File: config.mk
export PLATFORM = sky130hd
export DESIGN_NAME = cantor_set_rational_membership_core
export DESIGN_NICKNAME = d
export VERILOG_FILES = /design/src/hdl/csrm_pkg.sv /design/src/hdl/csrm_ctrl.sv /design/src/hdl/csrm_datapath.sv /design/src/hdl/cantor_set_rational_membership_core.sv
export SDC_FILE = /design/constraint.sdc
export NUM_CORES = 1
export LEC_CHECK = 0
export ABC_CLOCK_PERIOD_IN_PS = 6000
export BUFFER_PORTS_ARGS = -buffer_cell sky130_fd_sc_hd__buf_4
export CAP_MARGIN = 10
export CELL_PAD_IN_SITES_DETAIL_PLACEMENT = 1
export CELL_PAD_IN_SITES_GLOBAL_PLACEMENT = 2
export CORE_ASPECT_RATIO = 0.8
export CORE_MARGIN = 1.5
export CORE_UTILIZATION = 35
export DETAILED_ROUTE_END_ITERATION = 12
export GPL_ROUTABILITY_DRIVEN = 1
export HOLD_SLACK_MARGIN = 0.08
export PLACE_DENSITY = 0.74
export SYNTH_ARGS = -nofsm -noshare
export SYNTH_HDL_FRONTEND = slang
export SYNTH_SLANG_ARGS = --single-unit
File: constraint.sdc
create_clock -name clock -period 6 [get_ports clock]
set_clock_uncertainty 0.2 [all_clocks]
set_input_delay 0.6 -clock clock [delete_from_list [all_inputs] [get_ports clock]]
set_output_delay 0.6 -clock clock [all_outputs]
set_load 0.005 [all_outputs]
File: src/hdl/csrm_pkg.sv
// shared types, constants and control records for the cantor set membership core
package csrm_pkg;

   localparam int unsigned VALUE_WIDTH = 32;

   localparam logic [VALUE_WIDTH+1:0] ONE_WIDE = 1;
   // inverse of 3 modulo 2^VALUE_WIDTH
   localparam logic [VALUE_WIDTH+1:0] INV3_WIDE =
      ((VALUE_WIDTH % 2 == 0) ? ((ONE_WIDE << (VALUE_WIDTH + 1)) + ONE_WIDE)
                              : ((ONE_WIDE << VALUE_WIDTH) + ONE_WIDE)) / 3;
   localparam logic [VALUE_WIDTH-1:0] INV3 = INV3_WIDE[VALUE_WIDTH-1:0];
   localparam logic [VALUE_WIDTH-1:0] MAX_VALUE = '1;
   // products at or below this mark come from multiples of 3
   localparam logic [VALUE_WIDTH-1:0] THIRD = MAX_VALUE / 3;

   typedef struct packed {
      logic [31:0] numerator;
      logic [31:0] denominator;
   } req_type;

   typedef struct packed {
      logic in_set;
      logic bad_input;
   } rsp_type;

   typedef struct packed {
      logic load;
      logic mul;
      logic div_q;
      logic mark_start;
      logic sub1;
      logic sub2;
      logic gap;
      logic tri_step;
      logic take_x;
      logic res_we;
      logic res_in_set;
      logic res_bad;
      logic out_load;
   } cmd_type;

   typedef struct packed {
      logic bad;
      logic div3;
      logic p_eq_q;
      logic dig_one;
      logic tri_one;
      logic x_eq_start;
      logic out_busy;
   } status_type;

endpackage

File: src/hdl/csrm_ctrl.sv
// controller state machine sequencing the digit walk
module csrm_ctrl (
   input  logic                  clock,
   input  logic                  reset,
   input  logic                  req_valid,
   output logic                  req_stall,
   input  csrm_pkg::status_type  status,
   output csrm_pkg::cmd_type     cmd
);

   typedef enum logic [10:0] {
      ST_IDLE  = 11'b00000000001,
      ST_CHKIN = 11'b00000000010,
      ST_MUL   = 11'b00000000100,
      ST_CHK   = 11'b00000001000,
      ST_DIG1  = 11'b00000010000,
      ST_DIG2  = 11'b00000100000,
      ST_GAP   = 11'b00001000000,
      ST_TRI1  = 11'b00010000000,
      ST_TRI2  = 11'b00100000000,
      ST_PCHK  = 11'b01000000000,
      ST_DONE  = 11'b10000000000
   } state_type;

   state_type state_ff;
   state_type state_in;

   assign req_stall = (state_ff != ST_IDLE);

   always_comb begin
      state_in = state_ff;
      cmd      = '0;
      case (state_ff)
         ST_IDLE: begin
            if (req_valid) begin
               cmd.load = 1'b1;
               state_in = ST_CHKIN;
            end
         end
         ST_CHKIN: begin
            if (status.bad) begin
               cmd.res_we  = 1'b1;
               cmd.res_bad = 1'b1;
               state_in    = ST_DONE;
            end else begin
               state_in = ST_MUL;
            end
         end
         ST_MUL: begin
            cmd.mul  = 1'b1;
            state_in = ST_CHK;
         end
         ST_CHK: begin
            if (status.div3) begin
               cmd.div_q = 1'b1;
               state_in  = ST_DIG1;
            end else begin
               cmd.mark_start = 1'b1;
               state_in       = ST_GAP;
            end
         end
         ST_DIG1: begin
            if (status.p_eq_q) begin
               cmd.res_we     = 1'b1;
               cmd.res_in_set = 1'b1;
               state_in       = ST_DONE;
            end else begin
               cmd.sub1 = 1'b1;
               state_in = ST_DIG2;
            end
         end
         ST_DIG2: begin
            if (status.dig_one) begin
               cmd.res_we = 1'b1;
               state_in   = ST_DONE;
            end else begin
               cmd.sub2 = 1'b1;
               state_in = ST_MUL;
            end
         end
         ST_GAP: begin
            cmd.gap  = 1'b1;
            state_in = ST_TRI1;
         end
         ST_TRI1: begin
            cmd.tri_step = 1'b1;
            state_in     = ST_TRI2;
         end
         ST_TRI2: begin
            cmd.tri_step = 1'b1;
            state_in     = ST_PCHK;
         end
         ST_PCHK: begin
            if (status.tri_one) begin
               cmd.res_we = 1'b1;
               state_in   = ST_DONE;
            end else if (status.x_eq_start) begin
               cmd.res_we     = 1'b1;
               cmd.res_in_set = 1'b1;
               state_in       = ST_DONE;
            end else begin
               cmd.take_x = 1'b1;
               state_in   = ST_GAP;
            end
         end
         ST_DONE: begin
            if (!status.out_busy) begin
               cmd.out_load = 1'b1;
               state_in     = ST_IDLE;
            end
         end
         default: begin
            state_in = ST_IDLE;
         end
      endcase
   end

   always_ff @(posedge clock) begin
      if (reset) begin
         state_ff <= ST_IDLE;
      end else begin
         state_ff <= state_in;
      end
   end

endmodule

File: src/hdl/csrm_datapath.sv
// datapath: operand registers, divide-by-3 multiplier, digit subtractors, result register
module csrm_datapath (
   input  logic                  clock,
   input  logic                  reset,
   input  csrm_pkg::req_type     req_data,
   input  csrm_pkg::cmd_type     cmd,
   output csrm_pkg::status_type  status,
   output logic                  rsp_valid,
   input  logic                  rsp_stall,
   output csrm_pkg::rsp_type     rsp_data
);

   localparam int unsigned W = csrm_pkg::VALUE_WIDTH;

   logic [W-1:0]   p_ff, q_ff, start_ff, gap_ff, x_ff, prod_ff;
   logic [W-1:0]   p_in, q_in, start_in, gap_in, x_in, prod_in;
   logic           one_ff, one_in;
   logic [1:0]     tdig_ff, tdig_in;
   logic           res_in_set_ff, res_bad_ff;
   logic           rsp_valid_ff, rsp_valid_in;
   csrm_pkg::rsp_type rsp_data_ff;
   logic [W-1:0]   mul_full;
   logic           p_ge_q;
   logic           x_ge_gap;

   assign mul_full = q_ff * csrm_pkg::INV3;
   assign p_ge_q   = (p_ff >= q_ff);
   assign x_ge_gap = (x_ff >= gap_ff);

   assign status.bad        = (q_ff == '0) || p_ge_q;
   assign status.div3       = (prod_ff <= csrm_pkg::THIRD);
   assign status.p_eq_q     = (p_ff == q_ff);
   assign status.dig_one    = one_ff && !p_ge_q;
   assign status.tri_one    = (tdig_ff == 2'd1);
   assign status.x_eq_start = (x_ff == start_ff);
   assign status.out_busy   = rsp_valid_ff && rsp_stall;

   always_comb begin
      p_in     = p_ff;
      q_in     = q_ff;
      start_in = start_ff;
      gap_in   = gap_ff;
      x_in     = x_ff;
      prod_in  = prod_ff;
      one_in   = one_ff;
      tdig_in  = tdig_ff;
      if (cmd.load) begin
         p_in = req_data.numerator[W-1:0];
         q_in = req_data.denominator[W-1:0];
      end
      if (cmd.mul) begin
         prod_in = mul_full;
      end
      if (cmd.div_q) begin
         q_in = prod_ff;
      end
      if (cmd.mark_start) begin
         start_in = p_ff;
      end
      if (cmd.sub1) begin
         one_in = p_ge_q;
         if (p_ge_q) begin
            p_in = p_ff - q_ff;
         end
      end
      if (cmd.sub2 && p_ge_q) begin
         p_in = p_ff - q_ff;
      end
      if (cmd.gap) begin
         gap_in  = q_ff - p_ff;
         x_in    = p_ff;
         tdig_in = 2'd0;
      end
      if (cmd.tri_step) begin
         if (x_ge_gap) begin
            x_in    = x_ff - gap_ff;
            tdig_in = tdig_ff + 2'd1;
         end else begin
            x_in = x_ff + p_ff;
         end
      end
      if (cmd.take_x) begin
         p_in = x_ff;
      end
   end

   always_ff @(posedge clock) begin
      p_ff     <= p_in;
      q_ff     <= q_in;
      start_ff <= start_in;
      gap_ff   <= gap_in;
      x_ff     <= x_in;
      prod_ff  <= prod_in;
      one_ff   <= one_in;
      tdig_ff  <= tdig_in;
      if (cmd.res_we) begin
         res_in_set_ff <= cmd.res_in_set;
         res_bad_ff    <= cmd.res_bad;
      end
      if (cmd.out_load) begin
         rsp_data_ff.in_set    <= res_in_set_ff;
         rsp_data_ff.bad_input <= res_bad_ff;
      end
   end

   assign rsp_valid_in = cmd.out_load || (rsp_valid_ff && rsp_stall);

   always_ff @(posedge clock) begin
      if (reset) begin
         rsp_valid_ff <= 1'b0;
      end else begin
         rsp_valid_ff <= rsp_valid_in;
      end
   end

   assign rsp_valid = rsp_valid_ff;
   assign rsp_data  = rsp_data_ff;

endmodule

File: src/hdl/cantor_set_rational_membership_core.sv
// top level of the cantor set membership core for fractions p/q
// Decides whether numerator/denominator lies in the middle-thirds Cantor set and
// flags q = 0 or p >= q as bad input; one item is worked at a time. From acceptance
// to the next possible acceptance an item goes through an input check; for each
// factor of 3 removed from q, a divide-by-3 multiply, a divisibility check and
// two compare-subtract steps; a multiply and check that find q free of 3; for each
// periodic base-3 digit walked, a gap step, two triple-and-reduce steps and a
// check; a result register load and an idle state. The digits walked number at
// most the multiplicative order of 3 modulo the reduced q and may reach q - 1. A bad
// input goes from the input check straight to the result load; a rejecting digit
// ends the walk early. The result load waits while the previous result is still
// stalled; the next item is taken as soon as the result is in the output register.
module cantor_set_rational_membership_core (
   input  logic               clock,
   input  logic               reset,
   input  logic               req_valid,
   output logic               req_stall,
   input  csrm_pkg::req_type  req_data,
   output logic               rsp_valid,
   input  logic               rsp_stall,
   output csrm_pkg::rsp_type  rsp_data
);

   csrm_pkg::cmd_type    cmd;
   csrm_pkg::status_type status;

   csrm_ctrl u_ctrl (
      .clock     (clock),
      .reset     (reset),
      .req_valid (req_valid),
      .req_stall (req_stall),
      .status    (status),
      .cmd       (cmd)
   );

   csrm_datapath u_datapath (
      .clock     (clock),
      .reset     (reset),
      .req_data  (req_data),
      .cmd       (cmd),
      .status    (status),
      .rsp_valid (rsp_valid),
      .rsp_stall (rsp_stall),
      .rsp_data  (rsp_data)
   );

   a_bad_not_in_set: assert property (@(posedge clock) disable iff (reset)
      rsp_valid |-> !(rsp_data.bad_input && rsp_data.in_set))
      else $error("bad item reported as member");

   a_busy_after_accept: assert property (@(posedge clock) disable iff (reset)
      (req_valid && !req_stall) |=> req_stall)
      else $error("second item taken while one is in work");

   a_result_from_work: assert property (@(posedge clock) disable iff (reset)
      $rose(rsp_valid) |-> $past(req_stall))
      else $error("result appeared with no item in work");

   a_one_load_per_item: assert property (@(posedge clock) disable iff (reset)
      $rose(rsp_valid) |-> !$past(cmd.load))
      else $error("result issued in the cycle an item was taken");

endmodule

* After elaboration in Yosys (flattened, before gate mapping)
Cells that the tools add are included.
** Operators by class
- $add $sub $neg :: 5
- Multiply operators :: 1
- Divide/modulo/power cells :: 0
- Magnitude comparators :: 3
- Equal/unequal tests :: 17
- Shift-type cells :: 0
- Muxes and demuxes :: 47
- Bitwise gates (word level) :: 0
- Reduce and logical (&&, ||, !) cells :: 11
** Operators with widths (count)
- 32-bit 2-to-1 mux :: 10
- 11-bit case mux with 11 select lines :: 1
- 32-bit subtractor :: 3
- 11-bit 2-to-1 mux :: 7
- 32-bit == test :: 2
- 32-bit >= comparator :: 2
- 32-bit adder :: 1
- 32-bit by 31-bit less-or-equal comparator with 1-bit output (second input constant) :: 1
- 32-bit logical NOT :: 1
- 32-bit by 32-bit multiplier with 32-bit output (second input constant) :: 1
- 1-bit 2-to-1 mux :: 20
- 2-bit 2-to-1 mux :: 6
- 11-bit by 1-bit == test with 1-bit output (second input constant) :: 1
- 11-bit by 10-bit == test with 1-bit output (second input constant) :: 1
- 11-bit == test (second input constant) :: 1
- 11-bit by 2-bit == test with 1-bit output (second input constant) :: 1
- 11-bit by 3-bit == test with 1-bit output (second input constant) :: 1
- 11-bit by 4-bit == test with 1-bit output (second input constant) :: 1
- 11-bit by 5-bit == test with 1-bit output (second input constant) :: 1
- 11-bit by 6-bit == test with 1-bit output (second input constant) :: 1
- 11-bit by 7-bit == test with 1-bit output (second input constant) :: 1
- 11-bit by 8-bit == test with 1-bit output (second input constant) :: 1
- 11-bit by 9-bit == test with 1-bit output (second input constant) :: 1
- 11-bit by 1-bit != test with 1-bit output (second input constant) :: 1
- 12 further kinds :: 17
** Storage, ports and cells
- Register bits :: 211
- Latch bits :: 0
- Memory bits (writable) :: 0
- ROM bits :: 0
- Input bits :: 68
- Output and inout bits :: 4
- Word-level logic and storage cells :: 98
- Memories :: 0

* Longest topological paths before layout
- Depth after elaboration :: 8
- Mapped depth :: 27
- Gate-level depth less buffers :: 27

* Modules after synthesis
A second synthesis with hierarchy kept.
** Unflattened totals
- Cells, all modules :: 2532
- Area total of the unflattened synthesis :: 24297.1 um^2
** By module, submodules not included
- csrm_datapath :: instances 1, cells each 2441, area an instance 23523.8 um^2, seq. area each 5655.4 um^2
- csrm_ctrl :: instances 1, cells each 91, area an instance 773.2 um^2, seq. area each 220.2 um^2

* Worst setup path after synthesis
Ideal clock, no wire load.
- Path type :: flip-flop to flip-flop
- Start :: register u_datapath.q_ff[13]
- End :: register u_datapath.prod_ff[30] (data pin)
- Library setup time :: 258 ps
- Data arrival time :: 6180 ps
- Data required time :: 5542 ps
- Setup slack :: -638 ps
- Stages on the path, launching flop included :: 24
- Path buffers :: 0
- Period minus slack after synthesis :: 6638 ps
- Cells stage by stage :: edfxtp_1 ha_1 ha_1 fa_1 inv_1 fa_1 inv_1 fa_1 inv_1 fa_1 inv_1 fa_1 fa_1 ha_1 a21o_1 a21o_1 a21oi_1 o21ai_0 a211oi_1 o21ai_0 nor3_1 o21bai_1 a21oi_1 xnor2_1
** Between the ends
- Cells in the longest elaborated chain, start to end :: 1
** Ends and longest elaborated chain
- start: declaration :: line csrm_datapath.sv:15 : logic [W-1:0] p_ff, q_ff, start_ff, gap_ff, x_ff, prod_ff;
- start signal: assignment :: line csrm_datapath.sv:89 : q_ff <= q_in;
- 32-bit by 32-bit multiplier with 32-bit output :: line csrm_datapath.sv:26 : assign mul_full = q_ff * csrm_pkg::INV3;
- net u_datapath.mul_full[30] :: line csrm_datapath.sv:22 : logic [W-1:0] mul_full;
- end signal: assignment :: line csrm_datapath.sv:93 : prod_ff <= prod_in;
- end: declaration :: line csrm_datapath.sv:15
The timed path passes the listed nets, and every way through them passes these cells.
A chain may end at the register's enable or synchronous reset.

* Final worst setup path
- Start :: register u_datapath.q_ff[5]
- End :: register u_datapath.prod_ff[29] (data pin)
The elaborated chain is that of the path after synthesis.

==> results.md <==
* Outcome: finished, violations left
* Violated checks: negative setup slack
* Worst path cell trace: ha_4 > fa_2 > fa_1 > inv_1 > fa_1 > fa_1 > inv_1 > fa_1 > fa_1 > fa_1 > ha_4 > buf_6 > a21o_1 > a211oi_2 > nand3b_1 > a21oi_4 > o41ai_4 > a41oi_2 > buf_4 > nand2b_1 > a211oi_2 > nor2_1
* Final worst slack at -0.603 ns
* Area Overhead vs Synth at 18.9%
* Setup TNS at -4.19 ns
* DR vias/cell at ~5.3
* Leading cell types in the layout, fill and taps excluded: 389 x inv_1, 283 x ha_1, 268 x buf_4
* Slew @ Worst Pin at 1.19 ns
* Die W at between 200 and 300 um
* Post-synth ARST share at 0
* HP Class: in2reg
* Max cap viols at 0
* Post-place instance area at 27000 um^2
* Num CTS Buffers at 27
* Synthesized Nets at 3067
* Slowest cell on crit path: fa_1
* Antenna violations before repair at 2
* CTS Buffer Depth at 3
* Via count at 19400
* Met2 Routed Length at approximately 38000 um
* Final hold slack at 0.132 ns
* Design area at 28500 um^2
* WL per Instance at 23.2 um
* CP arrival at 6.72 ns
* Fin crit period at ~6.6 ns
* Fillcell total at 7583
* Layout cells sized above 1 at 0.178
* Htree depth at 1
* Final setup fails at 16
* Crit path largest cell delay at 0.54 ns
* Detail Placement HPWL at 70900 um
* Nets at 3312
* Clock-pin slew on the worst setup and hold paths at approximately 0.070 ns
* Hold Crit Start: rsp_stall
* Reg area at around 5900 um^2
* CP dominant cell by count: fa_1
* Max-slew violation count at 0
* CTS tree: built
* DIE AREA at 70200 um^2
* WHS Endpoint: u_datapath.rsp_valid
* Startpoint class of the critical path: flip-flop
* Routed wire length at between 80000 and 90000 um
* Area of the mapped netlist at 24000 um^2
* Top-area cell type share of the netlist area at 0.206
* Area of the multi-input gates at between 15000 and 20000 um^2
* Sequential element share of the synthesized area at 0.245
* Area leader, netlist: edfxtp_1
* Commonest non-fill, non-tap cell in the layout: inv_1
* Max transition margin at 0.195
* I/O Buffers at 71
* Crit. End Element: flip-flop
* Critical Path RT at 6.12 ns
* Rows at 85
* Pre-CTS setup slack at -0.721 ns
* Skew-Pair Late Insertion Delay at 0.57 ns
* Uppermost routed layer: met4
* Vias in the first global route at 20400
* Hold Path Depth at 3
* Number of diodes at 0
* Pre-antenna DRT Iters at 5
* Final hold vios at 0
* RePlAce Congestion at 0.944
* Post-Syn Area per Cell at 9.59 um^2
* Ys Warns at 0
* GRT overflow at 0
* Synth Instances at 2503
* Worst Path Max Fanout at 5
* Post-route ant nets at 0
* # IOs at 72
* Reg2reg end: u_datapath.prod_ff[29]
* CP Class: reg2reg
* Clk sinks at roughly 210
* First-pass GRT wire length at 128000 um
* Wire length on met3 at 4430 um
* Fmax at 151 MHz
* #FFs+latches synth at 211
* R2r setup slk at -0.60 ns
* Number of synthesized flops with an enable pin at 165
* M1 WL at roughly 42000 um
* Gr usage total at 0.243
* Synth Flop Type: edfxtp_1
* Die Height at between 200 and 250 um
* Fin crit share at 1.10
* Synth unique cells at 85
* Largest net degree at the start of global routing at 52
* Unrepaired setup endpoints after global routing: yes
* Area contributors post-synth: edfxtp_1 21%, ha_1 16%, fa_1 16%
* Iter 0 DRT Violations at 1125
* Initial Utilization at 0.355
* Worst r2r src: u_datapath.q_ff[5]
* Reg2reg path depth at 22
* Core ar. at 67500 um^2
* DRC violations left at 0
* CTS Root Cell: clkbuf_16
==> final cells by class <==
cell class	instances	area share
Timing Repair Buffer	280	0.0752
Tap cell	913	0.0400
Clock inverter	17	0.00666
Multi-Input combinational cell	1825	0.594
Clock buffer	32	0.0250
Inverter	403	0.0530
Sequential cell	211	0.206
==> critical path: cells and delay by family (launching register included) <==
kind	cells	cell delay, ns
adder cells (fa/ha/maj)	9	3.80
AO/OA/AOI/OAI	6	1.15
flip-flops	1	0.52
buffers and inverters	4	0.36
AND/OR/NAND/NOR	3	0.29
==> Yosys cell counts (all sizes together) (18+ instances only) <==
cell type / count
a211oi: 35
a21o: 82
a21oi: 196
buf: 21
clkbuf: 43
dfxtp: 46
edfxtp: 165
fa: 188
ha: 308
inv: 403
mux2: 45
mux2i: 30
nand2: 104
nand2b: 26
nand3: 34
nand4: 27
nor2: 133
nor2b: 25
nor3: 35
nor4: 23
o211ai: 20
o21a: 23
o21ai: 117
o21bai: 18
xnor2: 93
xor2: 90
==> registers in the layout, indices dropped and copies added, names as in the netlist <==
signal                    flops
u_ctrl.state_ff              11
u_datapath.prod_ff           32
u_datapath.gap_ff            32
u_datapath.x_ff              32
u_datapath.start_ff          32
u_datapath.q_ff              32
u_datapath.rsp_valid          1
u_datapath.one_ff             1
u_datapath.res_bad_ff         1
u_datapath.res_in_set_ff      1
u_datapath.tdig_ff            2
u_datapath.rsp_data           2
u_datapath.p_ff              32
==> worst max path at each step <==
stage,start,to,slack [ns],cells after the start
5_1_grt,u_datapath.q_ff[10],u_datapath.prod_ff[29],-0.82,24
2_1_floorplan,u_datapath.q_ff[6],u_datapath.prod_ff[31],-0.32,23
3_3_place_gp,u_datapath.q_ff[7],u_datapath.prod_ff[30],-0.64,22
6_report,u_datapath.q_ff[5],u_datapath.prod_ff[29],-0.60,22
4_1_cts,u_datapath.q_ff[6],u_datapath.prod_ff[29],-0.66,23
3_5_place_dp,u_datapath.q_ff[6],u_datapath.prod_ff[30],-0.72,26
==> cells by family (layout without fill, tap and decap cells) <==
logic type / count (synthesis) / count (layout) / share of synthesized area
AO/OA/AOI/OAI: 585 / 585 / 0.154
adder cells (fa/ha/maj): 496 / 496 / 0.317
AND/OR/NAND/NOR: 486 / 486 / 0.104
buffers and inverters: 467 / 732 / 0.0751
flip-flops: 211 / 211 / 0.245
XOR/XNOR: 183 / 183 / 0.0668
multiplexers: 75 / 75 / 0.0382
==> routing by layer <==
| layer | up-vias | GRT usage |
|---|---|---|
| met3 | 62 | 0.0392 |
| li1 | 9154 | - |
| met2 | 348 | 0.382 |
| met5 | - | 0 |
| met1 | 9867 | 0.358 |
| met4 | 0 | 0.0294 |
==> stage by stage <==
step / instances / util
finish: 3681 / 0.423
detailed placement: 3604 / 0.400
global placement: 3604 / 0.400
floorplan: 2503 / -
CTS: 3665 / 0.418
global route: 3681 / 0.423
==> timing repair <==
| item | CTS | global route |
|---|---|---|
| setup endpoints to repair | 16 | 17 |
| pin swaps | 32 | 30 |
| hold endpoints to repair | 2 | 0 |
| hold buffers | 1 | 0 |
| resized for setup | 36 | 47 |
| buffers inserted | 12 | 16 |
Power is not shown: default switching activity piles up to over one toggle a cycle in this logic, so the estimate is an artifact.
